--- src/rtl/uer_pkg.sv ---
// shared types and constants for the four-channel echo ranger
package uer_pkg;

    localparam int NUM_SENSORS = 4;
    localparam int SENSOR_W = 2;
    localparam int RANGE_W = 16;
    localparam int TICK_W = 16;
    localparam int TIME_W = 32;
    localparam int TIMEOUT_W = 10;

    localparam logic MODE_CAPTURE = 1'b0;
    localparam logic MODE_POLL = 1'b1;

    localparam logic [TICK_W-1:0] LOW_WIDTH = 16'd116;
    localparam logic [TICK_W-1:0] HIGH_WIDTH = 16'd23200;
    localparam logic [17:0] MM_ROUND = 18'd29;
    // ceil(2^24 / 58), exact floor division for numerators below 2^18
    localparam logic [18:0] MM_RECIP = 19'd289263;
    localparam int MM_SHIFT = 24;

    localparam logic [NUM_SENSORS-1:0] ALL_DONE = 4'hF;
    localparam logic [RANGE_W-1:0] UNAVAIL_RESET = 16'hFFFF;
    localparam logic [TIMEOUT_W-1:0] TIMEOUT_RESET = 10'd30;

    typedef enum logic {
        CFG_UNAVAIL_CODE = 1'b0,
        CFG_ECHO_TIMEOUT = 1'b1
    } cfg_idx_t;

    typedef struct packed {
        logic [RANGE_W-1:0]   unavail_code;
        logic [TIMEOUT_W-1:0] timeout_ms;
    } cfg_t;

    typedef struct packed {
        logic                 mode;
        logic [NUM_SENSORS-1:0] pending_mask;
        logic [TICK_W-1:0]    capture_us;
        logic [TIME_W-1:0]    now_ms;
    } item_t;

    typedef struct packed {
        logic                                 scan_done;
        logic [NUM_SENSORS-1:0][RANGE_W-1:0]  range;
        logic                                 trigger_start;
        logic [SENSOR_W-1:0]                  trigger_sensor;
        logic                                 watch_falling;
    } res_t;

endpackage

--- src/rtl/uer_width_conv.sv ---
// echo pulse width to millimetres, (w*10+29)/58 by reciprocal multiply
module uer_width_conv
    import uer_pkg::*;
(
    input  logic [TICK_W-1:0]  width_us,
    input  logic [RANGE_W-1:0] unavail_code,
    output logic [RANGE_W-1:0] range_mm
);

    logic [17:0] numer;
    logic [36:0] prod;
    logic        in_window;

    assign numer = ({2'b00, width_us} << 3) + ({2'b00, width_us} << 1) + MM_ROUND;
    assign prod = {19'd0, numer} * {18'd0, MM_RECIP};
    assign in_window = (width_us >= LOW_WIDTH) && (width_us <= HIGH_WIDTH);
    assign range_mm = in_window ? prod[MM_SHIFT +: RANGE_W] : unavail_code;

endmodule

--- src/rtl/uer_ctrl.sv ---
// sensor sequencing state and per-word update
module uer_ctrl
    import uer_pkg::*;
(
    input  logic  aclk,
    input  logic  aresetn,
    input  logic  advance,
    input  item_t item,
    input  cfg_t  cfg,
    output res_t  res
);

    logic                   busy_reg, busy_next;
    logic [SENSOR_W-1:0]    active_sensor_reg, active_sensor_next;
    logic                   waiting_fall_reg, waiting_fall_next;
    logic [TICK_W-1:0]      rise_tick_reg, rise_tick_next;
    logic [RANGE_W-1:0]     range_reg [NUM_SENSORS];
    logic [RANGE_W-1:0]     range_next [NUM_SENSORS];
    logic [NUM_SENSORS-1:0] done_mask_reg, done_mask_next;
    logic [TIME_W-1:0]      start_time_reg, start_time_next;
    logic [SENSOR_W-1:0]    next_sensor_reg, next_sensor_next;

    logic [TICK_W-1:0]      echo_width;
    logic [RANGE_W-1:0]     conv_mm;
    logic [TIME_W-1:0]      elapsed;
    logic                   fin_en;
    logic [RANGE_W-1:0]     fin_val;

    assign echo_width = item.capture_us - rise_tick_reg;
    assign elapsed = item.now_ms - start_time_reg;

    uer_width_conv u_conv (
        .width_us     (echo_width),
        .unavail_code (cfg.unavail_code),
        .range_mm     (conv_mm)
    );

    always_comb begin
        busy_next = busy_reg;
        active_sensor_next = active_sensor_reg;
        waiting_fall_next = waiting_fall_reg;
        rise_tick_next = rise_tick_reg;
        done_mask_next = done_mask_reg;
        start_time_next = start_time_reg;
        next_sensor_next = next_sensor_reg;
        for (int i = 0; i < NUM_SENSORS; i++) begin
            range_next[i] = range_reg[i];
        end
        fin_en = 1'b0;
        fin_val = cfg.unavail_code;
        res = '0;

        if (item.mode == MODE_CAPTURE) begin
            if (busy_reg && item.pending_mask[active_sensor_reg]) begin
                if (!waiting_fall_reg) begin
                    rise_tick_next = item.capture_us;
                    waiting_fall_next = 1'b1;
                end else begin
                    fin_en = 1'b1;
                    fin_val = conv_mm;
                end
            end
        end else begin
            if (busy_reg && (elapsed >= {{(TIME_W-TIMEOUT_W){1'b0}}, cfg.timeout_ms})) begin
                fin_en = 1'b1;
            end
        end

        if (fin_en) begin
            range_next[active_sensor_reg] = fin_val;
            done_mask_next = done_mask_reg
                | (NUM_SENSORS'(1) << active_sensor_reg);
            waiting_fall_next = 1'b0;
            busy_next = 1'b0;
        end

        if (item.mode == MODE_POLL) begin
            if (done_mask_next == ALL_DONE) begin
                res.scan_done = 1'b1;
                for (int i = 0; i < NUM_SENSORS; i++) begin
                    res.range[i] = range_next[i];
                end
                done_mask_next = '0;
            end
            if (!busy_next) begin
                busy_next = 1'b1;
                active_sensor_next = next_sensor_reg;
                waiting_fall_next = 1'b0;
                start_time_next = item.now_ms;
                next_sensor_next = next_sensor_reg + SENSOR_W'(1);
                res.trigger_start = 1'b1;
            end
        end

        res.trigger_sensor = active_sensor_next;
        res.watch_falling = waiting_fall_next;
    end

    always_ff @(posedge aclk) begin
        if (!aresetn) begin
            busy_reg <= 1'b0;
            active_sensor_reg <= '0;
            waiting_fall_reg <= 1'b0;
            rise_tick_reg <= '0;
            done_mask_reg <= '0;
            start_time_reg <= '0;
            next_sensor_reg <= '0;
            for (int i = 0; i < NUM_SENSORS; i++) begin
                range_reg[i] <= UNAVAIL_RESET;
            end
        end else if (advance) begin
            busy_reg <= busy_next;
            active_sensor_reg <= active_sensor_next;
            waiting_fall_reg <= waiting_fall_next;
            rise_tick_reg <= rise_tick_next;
            done_mask_reg <= done_mask_next;
            start_time_reg <= start_time_next;
            next_sensor_reg <= next_sensor_next;
            for (int i = 0; i < NUM_SENSORS; i++) begin
                range_reg[i] <= range_next[i];
            end
        end
    end

endmodule

--- src/rtl/ultrasonic_echo_ranger_4ch.sv ---
// top level of the four-channel round-robin echo ranger
// Each input word is either a capture event (edge timestamp plus pending
// capture flags) or a poll (current millisecond time), and each gives exactly
// one result word. The block sustains one word per clock while the output is
// not stalled: a word waits in the input register, the sensor state and range
// conversion are updated in a single combinational pass (one 18x19 reciprocal
// multiply for the millimetre conversion), and the result is held in the
// output register, so a result word passes through both registers before it
// is presented and is taken at an edge where m_ready is high. While a result
// waits to be read, the input register takes one more word and then holds
// s_ready low. Configuration writes are taken at any edge with cfg_we high and
// must only occur while no word is in flight.
module ultrasonic_echo_ranger_4ch
    import uer_pkg::*;
(
    input  logic                 aclk,
    input  logic                 aresetn,

    input  logic                 cfg_we,
    input  logic                 cfg_addr,
    input  logic [RANGE_W-1:0]   cfg_wdata,

    input  logic                 s_valid,
    output logic                 s_ready,
    input  logic                 s_mode,
    input  logic [NUM_SENSORS-1:0] s_pending_mask,
    input  logic [TICK_W-1:0]    s_capture_us,
    input  logic [TIME_W-1:0]    s_now_ms,

    output logic                 m_valid,
    input  logic                 m_ready,
    output logic                 m_scan_done,
    output logic [RANGE_W-1:0]   m_range_front,
    output logic [RANGE_W-1:0]   m_range_rear,
    output logic [RANGE_W-1:0]   m_range_left,
    output logic [RANGE_W-1:0]   m_range_right,
    output logic                 m_trigger_start,
    output logic [SENSOR_W-1:0]  m_trigger_sensor,
    output logic                 m_watch_falling
);

    cfg_t  cfg_reg;
    logic  in_valid_reg, in_valid_next;
    item_t in_item_reg;
    logic  m_valid_reg, m_valid_next;
    res_t  res_reg;
    res_t  res_comb;
    logic  advance;
    logic  s_fire;

    assign advance = in_valid_reg && (!m_valid_reg || m_ready);
    assign s_ready = !in_valid_reg || advance;
    assign s_fire = s_valid && s_ready;

    // config registers
    always_ff @(posedge aclk) begin
        if (!aresetn) begin
            cfg_reg.unavail_code <= UNAVAIL_RESET;
            cfg_reg.timeout_ms <= TIMEOUT_RESET;
        end else if (cfg_we) begin
            unique case (cfg_idx_t'(cfg_addr))
                CFG_UNAVAIL_CODE: cfg_reg.unavail_code <= cfg_wdata;
                CFG_ECHO_TIMEOUT: cfg_reg.timeout_ms <= cfg_wdata[TIMEOUT_W-1:0];
                default: ;
            endcase
        end
    end

    // input word register
    always_comb begin
        in_valid_next = in_valid_reg;
        if (s_fire) begin
            in_valid_next = 1'b1;
        end else if (advance) begin
            in_valid_next = 1'b0;
        end
    end

    always_ff @(posedge aclk) begin
        if (!aresetn) begin
            in_valid_reg <= 1'b0;
        end else begin
            in_valid_reg <= in_valid_next;
        end
    end

    always_ff @(posedge aclk) begin
        if (s_fire) begin
            in_item_reg.mode <= s_mode;
            in_item_reg.pending_mask <= s_pending_mask;
            in_item_reg.capture_us <= s_capture_us;
            in_item_reg.now_ms <= s_now_ms;
        end
    end

    uer_ctrl u_ctrl (
        .aclk    (aclk),
        .aresetn (aresetn),
        .advance (advance),
        .item    (in_item_reg),
        .cfg     (cfg_reg),
        .res     (res_comb)
    );

    // result word register
    always_comb begin
        m_valid_next = m_valid_reg;
        if (advance) begin
            m_valid_next = 1'b1;
        end else if (m_ready) begin
            m_valid_next = 1'b0;
        end
    end

    always_ff @(posedge aclk) begin
        if (!aresetn) begin
            m_valid_reg <= 1'b0;
        end else begin
            m_valid_reg <= m_valid_next;
        end
    end

    always_ff @(posedge aclk) begin
        if (advance) begin
            res_reg <= res_comb;
        end
    end

    assign m_valid = m_valid_reg;
    assign m_scan_done = res_reg.scan_done;
    assign m_range_front = res_reg.range[0];
    assign m_range_rear = res_reg.range[1];
    assign m_range_left = res_reg.range[2];
    assign m_range_right = res_reg.range[3];
    assign m_trigger_start = res_reg.trigger_start;
    assign m_trigger_sensor = res_reg.trigger_sensor;
    assign m_watch_falling = res_reg.watch_falling;

endmodule

--- config.mk ---
export PLATFORM = sky130hd
export DESIGN_NAME = ultrasonic_echo_ranger_4ch
export DESIGN_NICKNAME = d
export VERILOG_FILES = /design/src/rtl/uer_pkg.sv /design/src/rtl/uer_width_conv.sv /design/src/rtl/uer_ctrl.sv /design/src/rtl/ultrasonic_echo_ranger_4ch.sv
export SDC_FILE = /design/constraint.sdc
export NUM_CORES = 1
export LEC_CHECK = 0
export BUFFER_PORTS_ARGS = -buffer_cell sky130_fd_sc_hd__buf_4
export CAP_MARGIN = 20
export CELL_PAD_IN_SITES_DETAIL_PLACEMENT = 1
export CELL_PAD_IN_SITES_GLOBAL_PLACEMENT = 1
export CORE_MARGIN = 3
export CORE_UTILIZATION = 48
export DETAILED_ROUTE_END_ITERATION = 10
export PLACE_DENSITY = 0.8
export SETUP_SLACK_MARGIN = 0.15
export SYNTH_ARGS = -nofsm -noshare
export SYNTH_HDL_FRONTEND = slang
export SYNTH_SLANG_ARGS = --single-unit
--- constraint.sdc ---
create_clock -name aclk -period 20.8 [get_ports aclk]
set_input_delay 3.12 -clock aclk [delete_from_list [all_inputs] [get_ports aclk]]
set_output_delay 3.12 -clock aclk [all_outputs]
set_load 0.005 [all_outputs]
==> impl_metrics.tcl <==
set metrics [dict create \
    status "completed" \
    overflow 0 \
    cp_max_fo 9 \
    dpl.hpwl_mm 42.9 \
    cts_made_buffers 31 \
    final_common_cell "inv_1" \
    gp_congestion 0.932 \
    max_freq_ghz 0.0841 \
    clockBufferDepth 3 \
    ys_warn_count 0 \
    vias_per_cell 5.59 \
    largest_reg_flops 64 \
    row_count 74 \
    grt_usage_pct 25.0 \
    slowest_delay_ns 0.88 \
    syn_inst 2025 \
    cp_data_required_time_ns 21.12 \
    die_w_um 211 \
    setup_viol 0 \
    antenna_found_initial 2 \
    slowest_stage "a2111oi_0" \
    cts-resized-gates 0 \
    syn2layout_area_growth_pct 13.1 \
    synth-async-reset-ratio_pct 0 \
    start_kind "flop" \
    totalWireLength_mm 55.3 \
    hold_viol 0 \
    grt_pass1_vias 16300 \
    first_pass_iters 5 \
    io_pins 146 \
    synth_edf_count 186 \
    die_height_um 211 \
    cp-end-kind "flop" \
    core_area_um2 41200 \
    drive_gt1_share_pct 11.5 \
    multi_input_area_um2 11400 \
    cp_num_buf_inv 6 \
    fill_cells 4552 \
    wl_per_cell_um 20.4 \
    postCtsHoldBufs 0 \
    port-buffer-count 145 \
    clkSlewWorstSetupHoldPaths_ns 0.06 \
    ys_ff_latch 272 \
    nNetsFinal 2573 \
    maxSlewViolCount 0 \
    fin_setup_tns_ns 0 \
    h-tree-depth 1 \
    drc_errors 0 \
    regArea_um2 7310 \
    drt_iter0_markers 849 \
    clock_skew_ns 0.0130 \
    hold_class "reg -> reg" \
    syn_area_um2 20200 \
    slew_headroom_pct 22.0 \
    start_util_pct 48.9 \
    yosys_most_used_dff "edfxtp_1" \
    grt_start_max_net_pins 77 \
    rsz0062_at_grt "no" \
    synth.distinct_cells 78 \
    crit_type "reg -> reg" \
    cts_tree "done" \
    worstMarginPinSlew_ns 1.16 \
    clock_latency_ns 0.59 \
    cp_data_arrival_time_ns 12.20 \
    ys_seq_area_share_pct 36.2 \
    path_delay_family "adder cells" \
    grt_pass1_wl_mm 88.7 \
    period_needed_ns 11.88 \
    ant_nets 0 \
    avgSynthCellArea_um2 9.96 \
    final_cell_mix "inv_1 (312), ha_1 (224), nand2_1 (208)" \
    syn-num-nets 2448 \
    cts_setup_buffers 0 \
    vias 15100 \
    die_area_um2 44500 \
    clockRootBuffer "clkbuf_16" \
    min_period_over_period_pct 57.1 \
    cap_violations 0 \
    cts.sinks 272 \
]
[final cells by class]
type                    instances  share of cell area (%)
multi-input cells            1370                    50.1
flip-flops and latches        272                    32.0
repair buffers                160                    5.30
inverters                     315                    5.19
clock buffers                  41                    3.70
well taps                     532                    2.92
clock inverters                17                   0.686
diodes                          2                  0.0220
[metal layers]
layer  share of wire, %  GRT usage [%]
met5                  0              0
met4                2.0           5.27
met3                3.8           3.06
met2                 50           44.6
met1                 44           32.8
[final timing paths]
| kind | cells past startpoint | startpoint | slack [ns] | endpoint |
|---|---|---|---|---|
| worst min-delay path | 2 | u_ctrl.rise_tick_reg[2] | 0.45 | u_ctrl.rise_tick_reg[2] |
| worst max-delay path | 40 | in_item_reg[32] | 8.92 | u_ctrl.range_reg[0][12] |
| worst max register to register | 40 | in_item_reg[32] | 8.92 | u_ctrl.range_reg[0][12] |
| worst min register to register | 2 | u_ctrl.rise_tick_reg[2] | 0.45 | u_ctrl.rise_tick_reg[2] |
[logic make-up (layout without fill, tap and decap cells)]
kind of cell	after synthesis	count (layout)	synth area share (%)
AOI/OAI and AO/OA	347	347	11.2
adders and majority gates	348	348	26.2
xor gates and xnor gates	57	57	2.48
muxes	85	85	4.49
other	0	2	0
buffers and inverters	383	533	7.27
and+or+nand+nor	533	533	12.1
DFF	272	272	36.2
[worst register-to-register path, delay by kind of cell (launching register included)]
kind                       cells  cell delay [ns]
and+or+nand+nor                1             0.07
xor gates and xnor gates       3             1.01
DFF                            1             0.39
adders and majority gates     11             4.93
buffers and inverters          6             0.60
AOI/OAI and AO/OA             17             4.08
muxes                          2             0.53
[synth_stat cells, types with 30 or more instances]
cell type / instances / area, um^2
fa_1: 124 / 2480
nand3_1: 74 / 370
edfxtp_1: 186 / 5590
inv_1: 312 / 1170
o21ai_0: 44 / 220
o31ai_1: 35 / 263
ha_1: 224 / 2800
a21oi_1: 115 / 576
mux2i_1: 68 / 681
nor2_1: 120 / 450
nand2_1: 210 / 788
xnor2_1: 36 / 315
dfxtp_1: 86 / 1720
a21o_1: 30 / 225
clkbuf_1: 47 / 176
[metrics by stage]
step	hold WS, ns	area [um^2]	util, %	worst slack, ns	cells
after floorplan	0.433	20200	-	10.50	2025
after global placement	0.442	21800	52.9	9.53	2648
after detailed placement	0.449	21800	52.9	8.90	2648
after CTS	0.456	22800	55.3	8.91	2706
after global routing	0.479	22800	55.3	7.84	2709
final	0.452	22800	55.3	8.92	2709
Power is not shown: default switching activity piles up to over one toggle a cycle in this logic, so the estimate is an artifact.
